<file path="config.mk">
export PLATFORM = sky130hd
export DESIGN_NAME = idct_ctrl
export DESIGN_NICKNAME = d
export VERILOG_FILES = /design/src/rtl/idct_pkg.sv /design/src/rtl/idct_ctrl.sv
export SDC_FILE = /design/constraint.sdc
export NUM_CORES = 1
export LEC_CHECK = 0
export BUFFER_PORTS_ARGS = -buffer_cell sky130_fd_sc_hd__buf_4
export CAP_MARGIN = 20
export CORE_MARGIN = 10
export CORE_UTILIZATION = 45
export CTS_BUF_LIST = sky130_fd_sc_hd__clkbuf_16
export DETAILED_ROUTE_END_ITERATION = 10
export HOLD_SLACK_MARGIN = 0.15
export PLACE_DENSITY = 0.69
export SYNTH_ARGS = -nofsm -noshare
export SYNTH_HDL_FRONTEND = slang
export SYNTH_SLANG_ARGS = --single-unit
export TNS_END_PERCENT = 5
</file>
<file path="constraint.sdc">
create_clock -name clk -period 2.6 [get_ports clk]
set_input_delay 0.26 -clock clk [delete_from_list [all_inputs] [get_ports clk]]
set_output_delay 0.26 -clock clk [all_outputs]
set_load 0.01 [all_outputs]
</file>
<file path="src/rtl/idct_pkg.sv">
// Shared types, constants and the cosine table of the 8x8 inverse DCT.
`default_nettype none
package idct_pkg;
  localparam int COEFF_BITS_DEFAULT = 12;
  localparam int SAMPLE_BITS = 16;
  localparam int FINAL_SHIFT = 16;
  localparam int LEVEL_SHIFT = 128;

  typedef struct packed {
    logic       load;
    logic [5:0] load_addr;
    logic       pass_col;
    logic [2:0] line;
    logic [2:0] tap;
    logic       rd;
    logic       mac;
    logic       wr_start;
    logic [2:0] wr_idx;
    logic       emit;
    logic       emit_last;
  } idct_cmd_t;

  function automatic logic signed [9:0] idct_coef(input logic [2:0] k, input logic [2:0] n);
    logic [4:0] p;
    logic       neg;
    logic [7:0] mag;
    begin
      p = 5'((32'(k) * 2 + 1) * 32'(n));
      neg = 1'b0;
      if (p > 5'd16) begin
        p = 5'd0 - p;
      end
      if (p > 5'd8) begin
        neg = 1'b1;
        p = 5'd16 - p;
      end
      case (p)
        5'd0: mag = 8'd181;
        5'd1: mag = 8'd251;
        5'd2: mag = 8'd237;
        5'd3: mag = 8'd213;
        5'd4: mag = 8'd181;
        5'd5: mag = 8'd142;
        5'd6: mag = 8'd98;
        5'd7: mag = 8'd50;
        default: mag = 8'd0;
      endcase
      if (n == 3'd0) begin
        mag = 8'd181;
        neg = 1'b0;
      end
      idct_coef = neg ? -$signed({2'b00, mag}) : $signed({2'b00, mag});
    end
  endfunction
endpackage
`default_nettype wire

</file>
<file path="src/rtl/idct_ctrl.sv">
// Controller of the inverse DCT: load count, row and column pass sequencing and output.
`default_nettype none
module idct_ctrl (
  input  wire logic              clk,
  input  wire logic              rst,
  input  wire logic              start,
  output logic                   busy,
  output idct_pkg::idct_cmd_t    cmd
);
  import idct_pkg::*;

  localparam logic [1:0] S_LOAD = 2'd0;
  localparam logic [1:0] S_PASS = 2'd1;
  localparam logic [1:0] S_OUT  = 2'd2;

  localparam logic [4:0] STEP_LAST_TAP = 5'd7;
  localparam logic [4:0] STEP_FIRST_WR = 5'd9;
  localparam logic [4:0] STEP_LAST     = 5'd16;

  logic [1:0] state;
  logic [6:0] cnt;
  logic       pcol;
  logic [2:0] line;
  logic [4:0] step;

  always_ff @(posedge clk) begin
    if (rst) begin
      state <= S_LOAD;
      cnt <= 7'd0;
      pcol <= 1'b0;
      line <= 3'd0;
      step <= 5'd0;
    end else begin
      case (state)
        S_LOAD: begin
          if (start) begin
            cnt <= cnt + 7'd1;
            if (cnt == 7'd63) begin
              state <= S_PASS;
              cnt <= 7'd0;
              pcol <= 1'b0;
              line <= 3'd0;
              step <= 5'd0;
            end
          end
        end
        S_PASS: begin
          if (step == STEP_LAST) begin
            step <= 5'd0;
            line <= line + 3'd1;
            if (line == 3'd7) begin
              if (pcol) begin
                state <= S_OUT;
                cnt <= 7'd0;
              end
              pcol <= ~pcol;
            end
          end else begin
            step <= step + 5'd1;
          end
        end
        S_OUT: begin
          cnt <= cnt + 7'd1;
          if (cnt == 7'd63) begin
            state <= S_LOAD;
            cnt <= 7'd0;
          end
        end
        default: state <= S_LOAD;
      endcase
    end
  end

  always_comb begin
    cmd = '0;
    busy = (state != S_LOAD);
    cmd.pass_col = pcol;
    cmd.line = line;
    cmd.tap = step[2:0];
    cmd.load_addr = cnt[5:0];
    cmd.wr_idx = 3'd0;
    case (state)
      S_LOAD: begin
        cmd.load = start;
      end
      S_PASS: begin
        cmd.rd = (step <= STEP_LAST_TAP);
        cmd.mac = (step <= STEP_LAST_TAP);
        cmd.wr_start = (step >= STEP_FIRST_WR);
        cmd.wr_idx = 3'(step - STEP_FIRST_WR);
      end
      S_OUT: begin
        cmd.emit = 1'b1;
        cmd.emit_last = (cnt == 7'd63);
      end
      default: ;
    endcase
  end
endmodule
`default_nettype wire

</file>
**Yosys cells after proc, flatten, opt, wreduce, memory -nomap -nowiden**

Index checks and enable logic that the tools add are counted.

- Reductions and logical operators: 9
- Bitwise gates (word level): 1
- Shift-type cells: 0
- Equality and inequality tests: 11
- Multiplexer cells: 29
- Divide/modulo/power cells: 0
- Add/sub/neg operators: 4
- Multipliers: 0
- Order comparisons: 2

Operators by type and width:

| cell | number |
|---|---|
| 2-to-1 mux 7 bit | 5 |
| one-hot mux 7 bit (3 select lines) | 1 |
| 2-to-1 mux 5 bit | 3 |
| 2-to-1 mux 2 bit | 7 |
| inequality test 2 bit (second input constant) | 6 |
| one-hot mux 5 bit (2 select lines) | 1 |
| AND reduction 5 bit | 2 |
| 2-to-1 mux 3 bit | 3 |
| adder 7 x 1 -> 7 bit (second input constant) | 1 |
| equality test 7 x 6 -> 1 bit (second input constant) | 1 |
| 2-to-1 mux 6 bit | 1 |
| one-hot mux 2 bit (3 select lines) | 1 |
| one-hot mux 3 bit (2 select lines) | 1 |
| AND reduction 6 bit | 1 |
| adder 5 x 1 -> 5 bit (second input constant) | 1 |
| equality test 5 bit (second input constant) | 1 |
| greater-or-equal comparator 5 x 4 -> 1 bit (second input constant) | 1 |
| <= comparator 5 x 3 -> 1 bit (second input constant) | 1 |
| 2-to-1 mux 1 bit | 5 |
| AND reduction 4 bit | 1 |
| nonzero test 2 bit | 2 |
| adder 3 x 1 -> 3 bit (second input constant) | 1 |
| equality test 3 bit (second input constant) | 1 |
| AND reduction 3 bit | 1 |
| other kinds (7) | 7 |

- Word-level logic and storage cells: 61
- Register bits after elaboration: 18
- Output and inout port bits: 23
- Memories: 0
- Memory bits (writable): 0
- Bits of input ports: 3
- Bits in read-only memories: 0
- Latch bits: 0

**Logic depth before layout (Yosys ltp)**

- Word-level depth: 4
- Depth in mapped cells: 7
- Mapped depth without buffers: 6

**Worst setup path after synthesis**

Ideal clock, no wire load.

- Kind: register -> output
- From: register state[0]
- To: output port cmd[7] (netlist bit)
- Required time: 2.340 ns
- Slack: 0.559 ns
- Path buffers: 2
- Stages on the path, launching flop included: 5
- Data arrival time: 1.781 ns
- Cells stage by stage: dfxtp_1 > nand2b_1 > clkbuf_1 > a2111oi_0 > buf_4

RTL lines:

| item | RTL line | source |
|---|---|---|
| from (decl) | idct_ctrl.sv:20 | `logic [1:0] state;` |
| from (signal assigned) | idct_ctrl.sv:28 | `state <= S_LOAD;` |
| from (signal assigned) | idct_ctrl.sv:39 | `state <= S_PASS;` |
| from (signal assigned) | idct_ctrl.sv:53 | `state <= S_OUT;` |
| to (decl) | idct_ctrl.sv:8 | `output idct_pkg::idct_cmd_t cmd` |

==> run summary <==
At the worst endpoint, the arrival time is 1.83 ns. Overall power consumption after layout is estimated at 606 uW. The startpoint identified for the worst hold timing path is rst.

In the final layout, the share of cells above drive strength 1 is 22.8%. For this run, the post-layout net count is 161. The run finished with clean final reports.

Power spread over the standard cell area amounts to 466 nW/um2. The kind of start point of the critical path is a flop. The sum of negative setup slack was 0 ns; the hold violation count in the final report was 0. The required time reported for the critical path endpoint came out at 2.34 ns. The first-pass GRT wire length was 4450 um; the final period demand of the worst path was 2.09 ns. The logs give 2280 um2 for the area of the placeable core and 1110 um2 for the post-synthesis instance area. After detailed routing, the total wire length is 2600 um. For this design the top-level I/O count stands at 26.

The via count of the first global-routing pass is 970, and the number of warnings printed during yosys synthesis is 0. For the pin with the worst max-slew slack, the measured transition is 0.726 ns. After clock tree synthesis, the clock-pin slew on the worst setup and hold paths is 0.05 ns. Beginning of the critical path: step[0].

In this run, synthesis produced a sequential element count of 18. The tools report the type of element capturing the critical path as a primary output. The width of the die was 69.6 um; the number of clock sinks seen by CTS was 18.

The maximum operating frequency is 0.478 GHz. Entering global routing, the biggest net connects 19 pins. The number of unique standard cell types used by synthesis is 38. The via count of the routed design was 1025; the detailed router's first-iteration violation count was 49. The max-capacitance violation count came out at 0.

The number of failing setup endpoints in the final timing report came out at 0. The biggest area contributor in the post-synthesis netlist is sky130_fd_sc_hd__dfxtp_1. In this run the remaining antenna-violating nets after routing total 0.

The synthesized netlist cell count is 136, and the number of gates resized after CTS is 0. The logs give 0 for the number of antenna violations at the first check in global routing and 0 for the total overflow reported by the global router. The worst path uses 80.4% of the clock period. The logs give 1 for the depth of the CTS H-tree and 0.00325 ns for the setup clock skew after layout. The clock passes through at most 2 buffers. Port buffering added 25 buffers. The row count came out at 17. The startpoint identified for the worst register-to-register timing path is step[0]. The die span in y is 69.6 um. The worst setup path category is flop to primary output.

The routability congestion estimate from global placement was 0.792. The tools report the detailed-route DRC error count as 0. In this run the worst hold path is classified as input pin to flop.

The peak fanout along the critical path is 9, and the worst supply voltage drop on vdd is 0.391 mV. The floorplan step defined a die boundary enclosing 4840 um2. The average instance in the mapped netlist occupies 8.13 um2.

Detailed placement finished with a half-perimeter wire length of 1930 um. Setup repair after global routing left no endpoint under its margin. The latest clock arrival within the worst-skew pair was 0.24 ns. The synthesized netlist net count was 146; the number of clock buffers inserted by TritonCTS was 3.

The cell at the root of the clock tree was sky130_fd_sc_hd__clkbuf_16. The logs give 0 for the number of antenna diodes and 0 for the number of buffers inserted by hold repair at cts. TritonCTS built the clock tree. Compared with the post-synthesis result, the final layout area differs by 17.6%. The worst-case headroom to the max-slew limit is 50.9%, and the final count of pins violating max slew is 0. Post-CTS timing repair inserted 0 buffers for setup.

After detailed routing, the average wire length per cell comes to 14.7 um. The post-synthesis sequential area ratio was 32.6%. Global routing used 10.6% of the available tracks. After synthesis, the largest area contributor takes up 32.6% of total cell area. Sorting the synthesized cells by area gives the leading types as sky130_fd_sc_hd__dfxtp_1 33%, sky130_fd_sc_hd__a21oi_1 8.6%, sky130_fd_sc_hd__ha_1 7.9%. The number of iterations in the first detailed-routing pass was 4; the static leakage was 0.534 nW. The initial utilization of the core area, before any placement, comes to 48.6%. Ratio of routed vias to standard cells: 5.79.
[worst max-delay path, stage by stage, from the launching register on]
cell	delay, ns
sky130_fd_sc_hd__dfxtp_1	0.48
sky130_fd_sc_hd__ha_1	0.25
sky130_fd_sc_hd__inv_1	0.06
sky130_fd_sc_hd__a2111oi_0	0.57
sky130_fd_sc_hd__buf_4	0.23
[cells in the final DEF (no fill, tap or decap), types with 2 or more instances in the layout]
| cell type | synthesis | final |
|---|---|---|
| sky130_fd_sc_hd__nand2_1 | 7 | 7 |
| sky130_fd_sc_hd__nand3_1 | 12 | 12 |
| sky130_fd_sc_hd__buf_4 | 11 | 26 |
| sky130_fd_sc_hd__or4_1 | 2 | 2 |
| sky130_fd_sc_hd__dfxtp_1 | 18 | 18 |
| sky130_fd_sc_hd__a21oi_1 | 19 | 19 |
| sky130_fd_sc_hd__and3_1 | 2 | 2 |
| sky130_fd_sc_hd__nor3b_1 | 2 | 2 |
| sky130_fd_sc_hd__a2111oi_0 | 2 | 2 |
| sky130_fd_sc_hd__inv_1 | 4 | 4 |
| sky130_fd_sc_hd__nor2_1 | 12 | 12 |
| sky130_fd_sc_hd__clkbuf_16 | 0 | 3 |
| sky130_fd_sc_hd__nor3_1 | 6 | 6 |
| sky130_fd_sc_hd__ha_1 | 7 | 7 |
| sky130_fd_sc_hd__or2_2 | 2 | 2 |
| sky130_fd_sc_hd__o21ai_0 | 3 | 3 |
| sky130_fd_sc_hd__or3_1 | 3 | 3 |
| sky130_fd_sc_hd__a31oi_1 | 2 | 2 |
[state kept, by name, indices dropped and copies added, names as in the netlist]
signal / flops
pcol: 1
cnt: 7
line: 3
state: 2
step: 5
[area by class of cell]
class,instances,area (um2)
flip-flops and latches,18,360
multi-input cells,98,621
well taps,28,35.0
fillers,216,975
inverters,4,15.0
repair buffers,26,195
clock buffers,3,75.1
[power breakdown]
group	leakage (nW)	internal, mW	switching (mW)	total (mW)
registers	0.145	0.279	0.00324	0.282
clock network	0.0370	0.202	0.0966	0.299
logic	0.351	0.0113	0.0145	0.0257
[cells by family after synthesis]
family                   after synthesis  share of synthesized area, %
AO/OA/AOI/OAI                         33                          19.7
XOR/XNOR                               1                         0.792
adder cells (fa/ha/maj)                7                          7.92
buffers and inverters                 20                          11.3
flip-flops                            18                          32.6
AND/OR/NAND/NOR                       57                          27.7
[cells in the mapped netlist]
cell                        count
sky130_fd_sc_hd__a2111oi_0      2
sky130_fd_sc_hd__a211oi_1       1
sky130_fd_sc_hd__a21oi_1       19
sky130_fd_sc_hd__a22oi_1        1
sky130_fd_sc_hd__a311oi_1       1
sky130_fd_sc_hd__a31oi_1        2
sky130_fd_sc_hd__a41oi_1        1
sky130_fd_sc_hd__a41oi_4        1
sky130_fd_sc_hd__and2_1         1
sky130_fd_sc_hd__and2_2         1
sky130_fd_sc_hd__and2b_1        1
sky130_fd_sc_hd__and3_1         2
sky130_fd_sc_hd__and4_1         1
sky130_fd_sc_hd__and4b_1        1
sky130_fd_sc_hd__and4bb_1       1
sky130_fd_sc_hd__buf_1          1
sky130_fd_sc_hd__buf_2          1
sky130_fd_sc_hd__buf_4         11
sky130_fd_sc_hd__buf_6          1
sky130_fd_sc_hd__clkbuf_1       2
sky130_fd_sc_hd__dfxtp_1       18
sky130_fd_sc_hd__ha_1           7
sky130_fd_sc_hd__inv_1          4
sky130_fd_sc_hd__nand2_1        7
sky130_fd_sc_hd__nand2b_1       1
sky130_fd_sc_hd__nand3_1       12
sky130_fd_sc_hd__nand4_1        1
sky130_fd_sc_hd__nor2_1        12
sky130_fd_sc_hd__nor2b_1        1
sky130_fd_sc_hd__nor3_1         6
sky130_fd_sc_hd__nor3b_1        2
sky130_fd_sc_hd__o21ai_0        3
sky130_fd_sc_hd__o21ba_2        1
sky130_fd_sc_hd__o21bai_1       1
sky130_fd_sc_hd__or2_2          2
sky130_fd_sc_hd__or3_1          3
sky130_fd_sc_hd__or4_1          2
sky130_fd_sc_hd__xnor2_1        1
[through the flow]
stage          cells  utilization (%)  area [um2]  hold WS (ns)  worst slack [ns]
6_report         177             57.2        1300         0.332             0.509
5_1_grt          177             57.2        1300         0.341             0.321
4_1_cts          177             57.2        1300         0.332             0.491
3_5_place_dp     174             53.9        1230         0.504             0.622
3_3_place_gp     174             53.9        1230         0.478             0.729
2_1_floorplan    136                -        1110         0.470             0.559
[worst paths after layout]
kind                            slack, ns  cells past startpoint       to
worst max-delay path                 0.51                      4   cmd[6]
worst min-delay path                 0.33                      2  line[0]
worst max register to register       0.60                      6   cnt[6]
worst min register to register       0.51                      2  line[1]
[routing by layer]
| metal | vias up | part of all wire, % | global-route usage (%) |
|---|---|---|---|
| met5 | - | 0 | 0 |
| met4 | 0 | 0.65 | 3.33 |
| met3 | 2 | 7.0 | 4.28 |
| met2 | 33 | 45 | 16.3 |
| met1 | 480 | 47 | 12.9 |
| li1 | 510 | - | - |
Power figures use the tool's default switching activity.
